[src/sv/cse_pkg.sv]
package cse_pkg;

    localparam logic OP_WRITE = 1'b0;
    localparam logic OP_EVAL  = 1'b1;

    localparam int CFG_IDX_W = 2;
    localparam logic [CFG_IDX_W-1:0] REG_RANGE_LOW   = 2'd0;
    localparam logic [CFG_IDX_W-1:0] REG_RANGE_HIGH  = 2'd1;
    localparam logic [CFG_IDX_W-1:0] REG_RANGE_SCALE = 2'd2;
    localparam logic [CFG_IDX_W-1:0] REG_TERM_COUNT  = 2'd3;

    localparam logic signed [31:0] Q_MAX = 32'sh7fff_ffff;
    localparam logic signed [31:0] Q_MIN = 32'sh8000_0000;

    typedef struct packed {
        logic               operation;
        logic [3:0]         coef_index;
        logic signed [31:0] value;
    } cse_in_t;

    typedef struct packed {
        logic signed [31:0] result;
        logic               out_of_range;
    } cse_out_t;

    // word as it moves down the pipeline
    typedef struct packed {
        logic               op;
        logic [3:0]         idx;
        logic signed [31:0] val;
        logic               flag;
        logic signed [31:0] u;
        logic signed [31:0] v;
        logic signed [31:0] d;
        logic signed [31:0] e;
    } cse_item_t;

    function automatic logic signed [31:0] sat33(input logic signed [32:0] a);
        logic signed [31:0] r;
        if (a[32] != a[31])
            r = a[32] ? Q_MIN : Q_MAX;
        else
            r = a[31:0];
        return r;
    endfunction

    // q16 product: drop 16 fraction bits, ties away from zero, then saturate
    function automatic logic signed [31:0] round_sat(input logic signed [64:0] p);
        logic signed [64:0] s;
        logic signed [48:0] q;
        logic signed [31:0] r;
        s = p + (p[64] ? 65'sd32767 : 65'sd32768);
        q = s[64:16];
        if (q[48:31] != {18{q[48]}})
            r = q[48] ? Q_MIN : Q_MAX;
        else
            r = q[31:0];
        return r;
    endfunction

    // c * 0.5 with the same rounding as a product
    function automatic logic signed [31:0] half_round(input logic signed [31:0] c);
        logic [32:0] t;
        logic signed [31:0] r;
        t = {1'b0, c} + 33'd1;
        if (c[31])
            r = {c[31], c[31:1]};
        else
            r = t[32:1];
        return r;
    endfunction

endpackage

[src/sv/cse_term.sv]
module cse_term
    import cse_pkg::*;
#(
    parameter int TERM_INDEX = 0
)
(
    input  logic       clk,
    input  logic       rst_n,
    input  logic       adv,
    input  logic [4:0] term_count,
    input  logic       in_valid,
    input  cse_item_t  in_item,
    output logic       out_valid,
    output cse_item_t  out_item
);

    localparam logic [31:0] TI = TERM_INDEX;

    logic               v1_reg, v2_reg, v3_reg;
    cse_item_t          it1_reg, it2_reg, it3_reg;
    cse_item_t          it3_next;
    logic signed [64:0] prod_reg;
    logic signed [64:0] prod_next;
    logic signed [31:0] q_reg;
    logic signed [31:0] coef_reg;
    logic signed [31:0] mul_op;
    logic signed [31:0] t1;
    logic signed [31:0] t2;
    logic               active;
    logic               coef_wr;

    // the constant term uses u and is always applied
    assign active = (TERM_INDEX == 0) || ({27'd0, term_count} > TI);
    assign mul_op = (TERM_INDEX == 0) ? in_item.u : in_item.v;

    assign prod_next = 65'(mul_op) * 65'(in_item.d);

    assign t1 = sat33(33'(q_reg) - 33'(it2_reg.e));
    assign t2 = sat33(33'(t1) + 33'(coef_reg));

    always_comb
    begin
        it3_next = it2_reg;
        if (active && it2_reg.op == OP_EVAL)
        begin
            it3_next.d = t2;
            it3_next.e = it2_reg.d;
        end
    end

    // coefficient updates at the same place it is read, so order is kept
    assign coef_wr = adv && v2_reg && it2_reg.op == OP_WRITE && {28'd0, it2_reg.idx} == TI;

    always_ff @(posedge clk or negedge rst_n)
    begin
        if (!rst_n)
        begin
            v1_reg <= 1'b0;
            v2_reg <= 1'b0;
            v3_reg <= 1'b0;
        end
        else if (adv)
        begin
            v1_reg <= in_valid;
            v2_reg <= v1_reg;
            v3_reg <= v2_reg;
        end
    end

    always_ff @(posedge clk)
    begin
        if (adv)
        begin
            it1_reg  <= in_item;
            prod_reg <= prod_next;
            it2_reg  <= it1_reg;
            q_reg    <= round_sat(prod_reg);
            it3_reg  <= it3_next;
        end
        if (coef_wr)
            coef_reg <= (TERM_INDEX == 0) ? half_round(it2_reg.val) : it2_reg.val;
    end

    assign out_valid = v3_reg;
    assign out_item  = it3_reg;

endmodule

[config.mk]
export PLATFORM = sky130hd
export DESIGN_NAME = cse_term
export DESIGN_NICKNAME = d
export VERILOG_FILES = /design/src/sv/cse_pkg.sv /design/src/sv/cse_term.sv
export SDC_FILE = /design/constraint.sdc
export NUM_CORES = 2
export LEC_CHECK = 0
export BUFFER_PORTS_ARGS = -buffer_cell sky130_fd_sc_hd__buf_2
export CAP_MARGIN = 20
export CORE_UTILIZATION = 27
export CTS_CLUSTER_DIAMETER = 200
export DETAILED_ROUTE_END_ITERATION = 6
export PLACE_DENSITY = 0.52
export REMOVE_ABC_BUFFERS = 1
export SLEW_MARGIN = 20
export SYNTH_ARGS = -nofsm -noshare
export SYNTH_HDL_FRONTEND = slang
export SYNTH_SLANG_ARGS = --single-unit
[constraint.sdc]
create_clock -name clk -period 7.06 [get_ports clk]
set_input_delay 0.353 -clock clk [delete_from_list [all_inputs] [get_ports clk]]
set_output_delay 0.353 -clock clk [all_outputs]
set_load 0.02 [all_outputs]
==> flow_summary.toml <==
[run_status]
status = "finished clean"

[job]
max_cap_violations = 0

[floorplanning]
initial_core_util = 0.2715
fp-row-count = 176
die_area_mm2 = 0.2329
fp.dieH_um = 482.6
fp.dieW_um = 482.6
core-area_mm2 = 0.2297
pin_count = 342

[final_layout]
finish.utilization = 0.3291
ff_latch_area_mm2 = 0.01887
fin_nets = 7902
layout_commonest_cell = "fa_1"
syn_to_final_growth_pct = 21.24
drive_above_1_share = 0.1765
nFillCells = 23060
final_cell_mix = "fa_1 (1,063), inv_1 (1,057), edfxtp_1 (626)"
multi_input_area_mm2 = 0.03913

[hold_path]
holdPathEnd = "it1_reg[103]$_DFFE_PP_"
worstHoldStart = "in_item[103]"
min_path_cells = 2
hold_class = "in -> reg"

[timing]
final.period_utilization = 0.9832
finalCriticalPeriod_ns = 6.942
fmax_ghz = 0.1441
max_slew.worst_pin.slew_ns = 1.021
final_hold_viol_count = 0
report.final.slew_viol_count = 0
fin_ws_ns = 0.1183
setup_viol = 0
grt_setup_unrepaired = "true"
finClkSkew_ns = 0.06161
maxSlewHeadroom = 0.3192

[grt]
grt_pass1_wl_um = 279200
grt.overflow.total = 0
track_usage = 0.1572
grt_antenna_before_repair = 8
grt_max_degree = 176
grt_pass1_vias = 46040

[clock_tree]
clockBufferDepth = 3
cts_htree_levels = 3
cts_made_buffers = 67
clk_latency_ns = 0.69
clkSinkCount = 629
path_clk_slew_ns = 0.06
cts-root-buf = "clkbuf_16"
cts_tree = "yes"

[setup_path]
timing.rr.end = "out_item[54]$_DFFE_PP_"
critPathMaxFanout = 14
start_kind = "input pin"
worstReg2RegStart = "it2_reg[4]$_DFFE_PP_"
path_class = "in -> reg"
required_ns = 7.50
reg2reg_slack_ns = 0.28
cp-end-kind = "flip-flop"
cp.arrival_ns = 7.38
worstRegToRegCells = 24

[drt]
vias_per_cell = 4.463
drt_pass1_iterations = 7
num_vias = 42230
routedWlPerCell_um = 19.36
drt_iter0_drc = 2126
totalWireLength_um = 183200
drcViolationCount = 0
postRouteAntennaNets = 0

[placed_design]
hpwl_um = 153100
port_buffers = 336
place_congestion = 0.8953
pre_cts_ws_ns = -1.073

[synthesis]
synth-warning-count = 0
ys_ff_latch = 629
yosysSeqAreaShare = 0.3027
syn_inst = 5597
synth_cell_type_count = 107
synth_flop_cell = "edfxtp_1"
syn_avg_cell_area_um2 = 11.14
synth_edf_count = 626
async_reset_ff_frac = 0.004769
syn-cell-area_mm2 = 0.06235
[what timing repair did]
action / in CTS / in global routing
pin swaps: 9 / 89
setup buffers: 1 / 7
endpoints found under the setup margin: 15 / 58
cloned: 0 / 1
endpoints found under the hold margin: 106 / 1
hold buffers: 106 / 1
gates resized for setup: 41 / 194
[synthesized netlist by cell type, types with 20 or more instances]
library cell,number,area share
edfxtp_1,626,0.30
maj3_1,31,0.0050
xor2_1,52,0.0073
a211oi_1,22,0.0026
o22ai_1,35,0.0035
a21o_1,53,0.0064
nand3_1,52,0.0042
nor2_1,132,0.0079
nor2b_1,25,0.0025
nand4_1,28,0.0028
nor3_1,30,0.0024
a31oi_1,20,0.0020
fa_1,1084,0.35
a21oi_1,164,0.013
ha_1,264,0.053
xnor2_1,118,0.017
nand2_1,610,0.037
and3_1,21,0.0021
o21ai_0,106,0.0085
and2_1,532,0.053
clkbuf_1,227,0.014
o21bai_1,29,0.0035
inv_1,1066,0.064
[through the flow]
| stage | area [µm²] | TNS [ns] | hold WS (ns) | instances |
|---|---|---|---|---|
| global route | 75590 | -0.09577 | 0.06163 | 9460 |
| global placement | 71310 | -23.11 | 0.1530 | 9222 |
| detailed placement | 71310 | -24.87 | 0.1515 | 9222 |
| finish | 75600 | 0 | 0.06375 | 9462 |
| floorplan | 61380 | -6.282 | 0.05741 | 5351 |
| CTS | 74750 | 0 | 0.003204 | 9450 |
[final cells by class]
| class | count | share of cell area |
|---|---|---|
| Multi-Input combinational cell | 3655 | 0.5176 |
| Inverter | 1067 | 0.05306 |
| Clock buffer | 81 | 0.02314 |
| Antenna cell | 5 | 0.0001655 |
| Timing Repair Buffer | 959 | 0.1001 |
| Sequential cell | 629 | 0.2497 |
| Clock inverter | 40 | 0.006190 |
| Tap cell | 3026 | 0.05008 |
[worst max-delay path, cell delays in order]
cell	delay, ns
buf_6	0.18
buf_12	0.14
buf_4	0.19
nand2_1	0.10
fa_1	0.56
inv_1	0.06
fa_1	0.48
fa_1	0.59
fa_1	0.47
fa_1	0.50
fa_1	0.51
fa_1	0.55
fa_2	0.49
ha_4	0.29
nand2_1	0.04
or2_1	0.25
or4_4	0.55
a21oi_2	0.14
buf_6	0.15
nor4_4	0.05
nor3_1	0.15
buf_4	0.15
buf_4	0.11
o2111ai_2	0.12
nand3_2	0.11
xnor2_1	0.06
[how the worst max path moves through the flow]
stage / start / end
finish: in_item[107] / prod_reg[61]$_DFFE_PP_
global route: in_item[117] / prod_reg[61]$_DFFE_PP_
CTS: in_item[102] / prod_reg[33]$_DFFE_PP_
detailed placement: in_item[127] / prod_reg[59]$_DFFE_PP_
global placement: in_item[127] / prod_reg[59]$_DFFE_PP_
floorplan: in_item[127] / prod_reg[59]$_DFFE_PP_
[layer usage]
metal / up-vias / global-route usage / share of wire
li1: 19200 / - / -
met1: 21760 / 0.1967 / 0.42
met2: 1000 / 0.2786 / 0.50
met3: 269 / 0.01736 / 0.043
met4: 2 / 0.05535 / 0.039
met5: - / 0 / 0.000071
[cell families after synthesis]
family | share of synthesized area
DFF | 0.3027
AOI/OAI and AO/OA | 0.06255
buffers and inverters | 0.07984
muxes | 0.001565
adders and majority gates | 0.4060
and+or+nand+nor | 0.1235
xor gates and xnor gates | 0.02388
Power is left out: the tool's default activity adds up to more than one toggle a clock period on the data nets, which glitch-free logic cannot reach.
